[src/rtl/sle_pkg.sv]
// Shared types and constants for the sorted list engine.
package sle_pkg;

    localparam int CAPACITY_DEF = 16;

    localparam int KIND_W   = 2;
    localparam int VALUE_W  = 32;
    localparam int STATUS_W = 3;
    localparam int COUNT_W  = 5;

    localparam logic [KIND_W-1:0] KIND_INSERT = 2'd0;
    localparam logic [KIND_W-1:0] KIND_DELETE = 2'd1;
    localparam logic [KIND_W-1:0] KIND_SEARCH = 2'd2;
    localparam logic [KIND_W-1:0] KIND_READ   = 2'd3;

    localparam logic [STATUS_W-1:0] ST_DONE      = 3'd0;
    localparam logic [STATUS_W-1:0] ST_FOUND     = 3'd1;
    localparam logic [STATUS_W-1:0] ST_NOT_FOUND = 3'd2;
    localparam logic [STATUS_W-1:0] ST_FULL      = 3'd3;
    localparam logic [STATUS_W-1:0] ST_ENTRY     = 3'd4;
    localparam logic [STATUS_W-1:0] ST_EMPTY     = 3'd5;

    typedef struct packed {
        logic lt;
        logic eq;
    } t_cmp;

endpackage

[src/rtl/sle_if.sv]
// Request and result channel interfaces of the sorted list engine.
interface sle_in_if
    import sle_pkg::*;
();
    logic                       valid;
    logic                       ready;
    logic        [KIND_W-1:0]   kind;
    logic signed [VALUE_W-1:0]  value;

    modport source (output valid, output kind, output value, input ready);
    modport sink   (input valid, input kind, input value, output ready);
endinterface

interface sle_out_if
    import sle_pkg::*;
();
    logic                       valid;
    logic                       ready;
    logic signed [VALUE_W-1:0]  value_res;
    logic        [STATUS_W-1:0] status;
    logic        [COUNT_W-1:0]  count;
    logic                       last;

    modport source (output valid, output value_res, output status, output count,
                    output last, input ready);
    modport sink   (input valid, input value_res, input status, input count,
                    input last, output ready);
endinterface

[src/rtl/sle_ram.sv]
// Generic single-write, single-read RAM with registered read data.
module sle_ram #(
    parameter  int WIDTH = 32,
    parameter  int DEPTH = 16,
    localparam int AW    = (DEPTH > 1) ? $clog2(DEPTH) : 1
) (
    input  logic             i_clk,
    input  logic             i_we,
    input  logic [AW-1:0]    i_waddr,
    input  logic [WIDTH-1:0] i_wdata,
    input  logic             i_re,
    input  logic [AW-1:0]    i_raddr,
    output logic [WIDTH-1:0] o_rdata
);
    logic [WIDTH-1:0] r_mem [DEPTH];
    logic [WIDTH-1:0] r_rdata;

    always_ff @(posedge i_clk) begin
        if (i_we) begin
            r_mem[i_waddr] <= i_wdata;
        end
        if (i_re) begin
            r_rdata <= r_mem[i_raddr];
        end
    end

    assign o_rdata = r_rdata;
endmodule

[src/rtl/sle_cmp.sv]
// Shared signed comparator: stored entry against the request operand.
module sle_cmp
    import sle_pkg::*;
(
    input  logic signed [VALUE_W-1:0] i_entry,
    input  logic signed [VALUE_W-1:0] i_operand,
    output t_cmp                      o_cmp
);
    always_comb begin
        o_cmp.lt = (i_entry < i_operand);
        o_cmp.eq = (i_entry == i_operand);
    end
endmodule

[src/rtl/sorted_list_engine_unit.sv]
// Sorted list engine: holds up to CAPACITY signed 32-bit values in ascending
// order in a RAM and walks it one entry at a time through a shared comparator.
// Every entry visited takes a RAM read, then a compare and write back.
// Insert walks back from the tail shifting entries not less than the value up,
// delete and search walk forward from the head, delete then shifts the tail down.
// A read emits the entries in order from the head and waits while the result
// side stalls. A full insert and a read of an empty list are answered without
// a walk. One request is in work at a time; the next is taken once the final
// result of the current one is in the output register.
module sorted_list_engine_unit
    import sle_pkg::*;
#(
    parameter int CAPACITY = CAPACITY_DEF
) (
    input  logic      i_clk,
    input  logic      i_rst_n,
    sle_in_if.sink    i_req,
    sle_out_if.source o_res
);
    localparam int AW = (CAPACITY > 1) ? $clog2(CAPACITY) : 1;
    localparam int OW = $clog2(CAPACITY + 1);

    localparam logic [1:0] S_IDLE = 2'd0;
    localparam logic [1:0] S_RD   = 2'd1;
    localparam logic [1:0] S_EV   = 2'd2;
    localparam logic [1:0] S_DONE = 2'd3;

    logic [1:0]                 r_state, n_state;
    logic [KIND_W-1:0]          r_op, n_op;
    logic signed [VALUE_W-1:0]  r_val, n_val;
    logic [OW-1:0]              r_idx, n_idx;
    logic [OW-1:0]              r_occ, n_occ;
    logic                       r_found, n_found;
    logic [STATUS_W-1:0]        r_status, n_status;

    logic                       r_o_valid, n_o_valid;
    logic signed [VALUE_W-1:0]  r_o_value, n_o_value;
    logic [STATUS_W-1:0]        r_o_status, n_o_status;
    logic [COUNT_W-1:0]         r_o_count, n_o_count;
    logic                       r_o_last, n_o_last;

    logic                       we, re;
    logic [AW-1:0]              waddr, raddr;
    logic signed [VALUE_W-1:0]  wdata, rdata;
    t_cmp                       cmp;
    logic                       out_free;
    logic [OW-1:0]              idx_inc, idx_dec;

    sle_ram #(.WIDTH(VALUE_W), .DEPTH(CAPACITY)) u_ram (
        .i_clk   (i_clk),
        .i_we    (we),
        .i_waddr (waddr),
        .i_wdata (wdata),
        .i_re    (re),
        .i_raddr (raddr),
        .o_rdata (rdata)
    );

    sle_cmp u_cmp (
        .i_entry   (rdata),
        .i_operand (r_val),
        .o_cmp     (cmp)
    );

    assign out_free = !r_o_valid || o_res.ready;
    assign idx_inc  = r_idx + OW'(1);
    assign idx_dec  = r_idx - OW'(1);

    always_comb begin
        n_state    = r_state;
        n_op       = r_op;
        n_val      = r_val;
        n_idx      = r_idx;
        n_occ      = r_occ;
        n_found    = r_found;
        n_status   = r_status;
        n_o_valid  = r_o_valid && !o_res.ready;
        n_o_value  = r_o_value;
        n_o_status = r_o_status;
        n_o_count  = r_o_count;
        n_o_last   = r_o_last;
        we         = 1'b0;
        re         = 1'b0;
        waddr      = r_idx[AW-1:0];
        wdata      = rdata;
        raddr      = r_idx[AW-1:0];

        case (r_state)
            S_IDLE: begin
                if (i_req.valid) begin
                    n_op    = i_req.kind;
                    n_val   = i_req.value;
                    n_idx   = '0;
                    n_found = 1'b0;
                    n_state = S_RD;
                    if (i_req.kind == KIND_INSERT) begin
                        if (r_occ == OW'(CAPACITY)) begin
                            n_status = ST_FULL;
                            n_state  = S_DONE;
                        end else begin
                            n_idx = r_occ;
                        end
                    end
                end
            end
            S_RD: begin
                case (r_op)
                    KIND_INSERT: begin
                        if (r_idx == '0) begin
                            we       = 1'b1;
                            wdata    = r_val;
                            n_occ    = r_occ + OW'(1);
                            n_status = ST_DONE;
                            n_state  = S_DONE;
                        end else begin
                            re      = 1'b1;
                            raddr   = idx_dec[AW-1:0];
                            n_state = S_EV;
                        end
                    end
                    KIND_DELETE: begin
                        if (r_found) begin
                            if (idx_inc == r_occ) begin
                                n_occ    = r_occ - OW'(1);
                                n_status = ST_DONE;
                                n_state  = S_DONE;
                            end else begin
                                re      = 1'b1;
                                raddr   = idx_inc[AW-1:0];
                                n_state = S_EV;
                            end
                        end else if (r_idx == r_occ) begin
                            n_status = ST_NOT_FOUND;
                            n_state  = S_DONE;
                        end else begin
                            re      = 1'b1;
                            n_state = S_EV;
                        end
                    end
                    KIND_SEARCH: begin
                        if (r_idx == r_occ) begin
                            n_status = ST_NOT_FOUND;
                            n_state  = S_DONE;
                        end else begin
                            re      = 1'b1;
                            n_state = S_EV;
                        end
                    end
                    default: begin
                        if (r_occ == '0) begin
                            n_val    = '0;
                            n_status = ST_EMPTY;
                            n_state  = S_DONE;
                        end else begin
                            re      = 1'b1;
                            n_state = S_EV;
                        end
                    end
                endcase
            end
            S_EV: begin
                case (r_op)
                    KIND_INSERT: begin
                        we = 1'b1;
                        if (!cmp.lt) begin
                            n_idx   = idx_dec;
                            n_state = S_RD;
                        end else begin
                            wdata    = r_val;
                            n_occ    = r_occ + OW'(1);
                            n_status = ST_DONE;
                            n_state  = S_DONE;
                        end
                    end
                    KIND_DELETE: begin
                        if (r_found) begin
                            we      = 1'b1;
                            n_idx   = idx_inc;
                            n_state = S_RD;
                        end else if (cmp.lt) begin
                            n_idx   = idx_inc;
                            n_state = S_RD;
                        end else if (cmp.eq) begin
                            n_found = 1'b1;
                            n_state = S_RD;
                        end else begin
                            n_status = ST_NOT_FOUND;
                            n_state  = S_DONE;
                        end
                    end
                    KIND_SEARCH: begin
                        if (cmp.lt) begin
                            n_idx   = idx_inc;
                            n_state = S_RD;
                        end else begin
                            n_status = cmp.eq ? ST_FOUND : ST_NOT_FOUND;
                            n_state  = S_DONE;
                        end
                    end
                    default: begin
                        if (out_free) begin
                            n_o_valid  = 1'b1;
                            n_o_value  = rdata;
                            n_o_status = ST_ENTRY;
                            n_o_count  = COUNT_W'(r_occ);
                            n_o_last   = (idx_inc == r_occ);
                            if (idx_inc == r_occ) begin
                                n_state = S_IDLE;
                            end else begin
                                n_idx   = idx_inc;
                                n_state = S_RD;
                            end
                        end
                    end
                endcase
            end
            default: begin
                if (out_free) begin
                    n_o_valid  = 1'b1;
                    n_o_value  = r_val;
                    n_o_status = r_status;
                    n_o_count  = COUNT_W'(r_occ);
                    n_o_last   = 1'b1;
                    n_state    = S_IDLE;
                end
            end
        endcase
    end

    always_ff @(posedge i_clk) begin
        if (!i_rst_n) begin
            r_state   <= S_IDLE;
            r_occ     <= '0;
            r_o_valid <= 1'b0;
        end else begin
            r_state   <= n_state;
            r_occ     <= n_occ;
            r_o_valid <= n_o_valid;
        end
        r_op       <= n_op;
        r_val      <= n_val;
        r_idx      <= n_idx;
        r_found    <= n_found;
        r_status   <= n_status;
        r_o_value  <= n_o_value;
        r_o_status <= n_o_status;
        r_o_count  <= n_o_count;
        r_o_last   <= n_o_last;
    end

    assign i_req.ready     = (r_state == S_IDLE);
    assign o_res.valid     = r_o_valid;
    assign o_res.value_res = r_o_value;
    assign o_res.status    = r_o_status;
    assign o_res.count     = r_o_count;
    assign o_res.last      = r_o_last;
endmodule
[src/flat_wrapper.sv]
// flat-port wrapper written by rule: the top's interface ports become plain ports
module sorted_list_engine_unit_flat import sle_pkg::*;
#(
    parameter int CAPACITY = CAPACITY_DEF
)
  (i_clk, i_rst_n, i_req_valid, i_req_kind, i_req_value, i_req_ready, o_res_valid, o_res_value_res, o_res_status, o_res_count, o_res_last, o_res_ready);
  sle_in_if i_req_i ();
  sle_out_if o_res_i ();
  input  logic i_clk;
  input  logic i_rst_n;
  input wire logic [$bits(i_req_i.valid)-1:0] i_req_valid;
  input wire logic [$bits(i_req_i.kind)-1:0] i_req_kind;
  input wire logic [$bits(i_req_i.value)-1:0] i_req_value;
  output wire logic [$bits(i_req_i.ready)-1:0] i_req_ready;
  output wire logic [$bits(o_res_i.valid)-1:0] o_res_valid;
  output wire logic [$bits(o_res_i.value_res)-1:0] o_res_value_res;
  output wire logic [$bits(o_res_i.status)-1:0] o_res_status;
  output wire logic [$bits(o_res_i.count)-1:0] o_res_count;
  output wire logic [$bits(o_res_i.last)-1:0] o_res_last;
  input wire logic [$bits(o_res_i.ready)-1:0] o_res_ready;
  assign i_req_i.valid = i_req_valid;
  assign i_req_i.kind = i_req_kind;
  assign i_req_i.value = i_req_value;
  assign i_req_ready = i_req_i.ready;
  assign o_res_valid = o_res_i.valid;
  assign o_res_value_res = o_res_i.value_res;
  assign o_res_status = o_res_i.status;
  assign o_res_count = o_res_i.count;
  assign o_res_last = o_res_i.last;
  assign o_res_i.ready = o_res_ready;
  sorted_list_engine_unit #(.CAPACITY(CAPACITY)) u_core (.i_clk(i_clk), .i_rst_n(i_rst_n), .i_req(i_req_i), .o_res(o_res_i));
endmodule
[config.mk]
export PLATFORM = sky130hd
export DESIGN_NAME = sorted_list_engine_unit_flat
export DESIGN_NICKNAME = d
export VERILOG_FILES = /design/src/rtl/sle_pkg.sv /design/src/rtl/sle_if.sv /design/src/rtl/sle_ram.sv /design/src/rtl/sle_cmp.sv /design/src/rtl/sorted_list_engine_unit.sv /design/src/flat_wrapper.sv
export SDC_FILE = /design/constraint.sdc
export NUM_CORES = 1
export LEC_CHECK = 0
export BUFFER_PORTS_ARGS = -buffer_cell sky130_fd_sc_hd__buf_2
export CORE_MARGIN = 1.5
export CORE_UTILIZATION = 30
export DETAILED_ROUTE_END_ITERATION = 12
export PLACE_DENSITY = 0.56
export SYNTH_ARGS = -nofsm -noshare
export SYNTH_HDL_FRONTEND = slang
export SYNTH_SLANG_ARGS = --single-unit
[constraint.sdc]
create_clock -name i_clk -period 5.8 [get_ports i_clk]
set_input_delay 0.29 -clock i_clk [delete_from_list [all_inputs] [get_ports i_clk]]
set_output_delay 0.29 -clock i_clk [all_outputs]
set_load 0.01 [all_outputs]
==> results by group <==
Run status
  – Outcome: finished, final reports clean

Yosys
  – Synthesized Nets: 2018
  – Post-synthesis register bit count: 636
  – Synth Area in Compound Gates: 0.1047
  – Sequential-to-total area share from yosys stat: 0.6859
  – Syn_area_per_cell: 14.34 sq um
  – Top cells by area, synth: edfxtp_1 (68%), mux2i_1 (4.0%), nand2_1 (2.8%)
  – Most common flop cell mapped by yosys: edfxtp_1
  – Post-synth EDFFs: 628
  – Async set or reset register ratio after synthesis: 0
  – Mapped Cells: 1933
  – Largest family of logic cells by synthesized area: compound AO/OA/AOI/OAI gates
  – Cell accounting for the most synthesized area: edfxtp_1
  – Synth Area in Simple Gates: 0.08826
  – Xor and xnor area share after synthesis: 0.004106
  – Mux cell area share after synthesis: 0.06692
  – Synth warnings: 0
  – Synth top area share: 0.6801
  – Synth Cell Area: 0.02773 sq mm
  – Adder-Cell Fraction of Synth Area: 0.02121
  – Yosys cell types: 71

Clock network
  – CTS Sinks: 636
  – H-tree depth: 3
  – Clock tree buffer depth: 3
  – CTS Hold Bufs: 23
  – Reg clk slew, reported paths: 0.06 ns
  – CTS tree: done
  – Num CTS Buffers: 70
  – Post CTS Setup Buffer Count: 0
  – Clock root cell: clkbuf_16
  – Post_cts resized: 0
  – Worst skew pair latency: 0.61 ns

Power and ir drop
  – Power Density: 554.7 mW/mm^2
  – Static leakage: 0.01104 uW
  – Part of the power in combinational logic: 0.377
  – Worst-case vdd ir drop: 416.2 uV
  – Sw frac: 0.3690
  – Sequential share of power: 0.385
  – Cell Int Power: 11260 uW
  – NetSw: 6581 uW
  – Clock power frac: 0.238

Place
  – Placer Congestion: 0.8203
  – Dpl hpwl: 44140 um
  – Port Buffers: 80

Final layout
  – Leading cell type in the layout, fill and taps excluded: edfxtp_1
  – Share of layout cells above drive strength 1: 0.1693
  – Area added between synthesis and finish: 15.97%
  – Ant diodes: 0
  – Most frequent cells in the layout: edfxtp_1 (628), nand2_1 (206), mux2i_1 (110), buf_2 (80), clkbuf_16 (74)
  – Layout net count: 2120

Worst setup path
  – WS Path Type: register to register
  – Critical Path RT: 6.26 ns
  – Worst Path Arrival: 5.37 ns
  – Worst-path fanout max: 82
  – Startpoint class of the critical path: register
  – Critical Path Sink Type: register

STA
  – Setup TNS: 0 ns
  – Final Cycle Share: 0.8465
  – Setup-failing EPs final: 0
  – Hold Slack: 0.02634 ns
  – Max Transition Viols Final: 0
  – Fmax: 0.2037 GHz
  – Slew margin rel.: 0.1792
  – Fin. Hold Viols: 0
  – RSZ-0062 raised after global routing: no
  – Setup Skew: 0.02949 ns
  – Worst Tran Pin Value: 1.231 ns
  – Fin crit period: 4.910 ns

Route
  – Remaining antenna violation count: 0
  – Iter 0 DRT Violations: 1643
  – Vias/cell: 5.201
  – Vias: 17010
  – Drt pass-1 iters: 5
  – DRC: 0
  – Drt wl/cell: 23.46 um
  – Routed Wire Length: 76730 um

GRT
  – Met1 Track Usage GR: 0.2268
  – GRT Util Overall: 0.1604
  – Vias in the first global route: 16550
  – Pin count of the biggest net entering global routing: 163
  – Top Usage Layer GRT: met2
  – Grt met3 use: 0.02819
  – Grt ovf: 0
  – Initial antenna violation count: 1
  – GR Layer Usage met2: 0.2512
  – Global-route wire length before repair: 111700 um

Die
  – Die area: 0.09426 sq mm
  – I/O pins: 81
  – Initial Util: 0.3025
  – Rows: 111
  – Die X: 307.0 um
  – Die Y: 307.0 um
  – Core outline area: 0.09166 sq mm

Run
  – Max-Cap Viols: 0

Hold path
  – Worst Hold Class: input port to register
worst max-delay path: stages, from the launching register on:
cell and delay [ns]:
edfxtp_1 0.68, inv_1 0.31, ha_1 0.31, nor2b_1 0.17
and3_1 0.48, o21ai_0 0.53, o311a_4 1.13, buf_4 0.45
nand2_1 0.08, and3_1 0.17, o32ai_1 0.27, a211o_1 0.17
power by group through the flow:
stage	Combinational (uW)	Sequential, uW	Clock [uW]
floorplan	4570	6820	0
global placement	6590	6940	0
detailed placement	6690	6940	0
CTS	6730	6860	4340
global route	7300	6910	4510
finish	6730	6860	4250
final cells by class:
| type | instances | area [sq um] |
|---|---|---|
| clock buffer | 89 | 1908 |
| clock inverter | 33 | 255.2 |
| fill | 8751 | 59510 |
| inverter | 47 | 176.4 |
| multi-input combinational | 1128 | 8104 |
| sequential | 636 | 19020 |
| tap | 1186 | 1484 |
| timing repair buffer | 152 | 1211 |
sequential cells by signal, indices dropped and copies added, names as in the netlist, 3 cells and up:
name / cells
u_core.r_val: 32
u_core.o_res.status: 3
u_core.u_ram.r_mem: 512
u_core.o_res.count: 5
u_core.o_res.value_res: 32
u_core.r_status: 3
u_core.r_occ: 5
u_core.u_ram.o_rdata: 32
u_core.r_idx: 5
layer usage:
layer / part of all wire / wire [um] / vias to the layer above
li1: - / - / 7624
met1: 0.46 / 35000 / 8599
met2: 0.45 / 34710 / 663
met3: 0.068 / 5182 / 125
met4: 0.024 / 1843 / 0
met5: 0 / 0 / -
cells in the mapped netlist, types with 6 or more instances:
master,instances
mux2i_1,110
mux2_2,65
dfxtp_1,8
a211o_1,32
a211oi_1,72
a31oi_1,38
a21o_1,16
a22o_1,15
nand2_1,206
buf_6,15
xnor2_1,11
a21oi_1,38
inv_1,46
and2_1,67
edfxtp_1,628
o21ai_0,57
nor2_1,83
a221o_1,18
nand4_1,11
nor2b_1,39
or2_2,6
clkbuf_1,68
nand2b_1,9
o32ai_1,31
ha_1,47
nand3_1,30
and3_1,33
buf_2,35
a211oi_2,23
cell families (layout without fill, tap and decap cells):
group,Yosys count,after routing
xor+xnor,13,13
buf+inv,169,321
mux,176,176
compound gates,384,384
fa+ha+maj,47,47
simple gates,508,508
flops,636,636
final timing paths:
kind,slack (ns),startpoint,endpoint,depth (start not counted)
setup / recovery,0.89,u_core.r_idx[0],u_core.u_ram.o_rdata[21],11
hold / removal,0.03,i_req_value[2],u_core.r_val[2],2
setup reg to reg,0.89,u_core.r_idx[0],u_core.u_ram.o_rdata[21],11
hold reg to reg,0.57,u_core.r_state[1],u_core.r_state[1],2
metrics by stage:
stage	setup WS (ns)	power [uW]	cell area [sq um]	cells	utilization
floorplan	0.05058	11390	27730	1933	-
global placement	1.032	13540	29760	3126	0.3247
detailed placement	1.012	13630	29760	3126	0.3247
CTS	0.9688	17930	32160	3271	0.3508
global route	0.7265	18720	32160	3271	0.3508
finish	0.8905	17840	32160	3271	0.3508
Power figures use the tool's default switching activity.
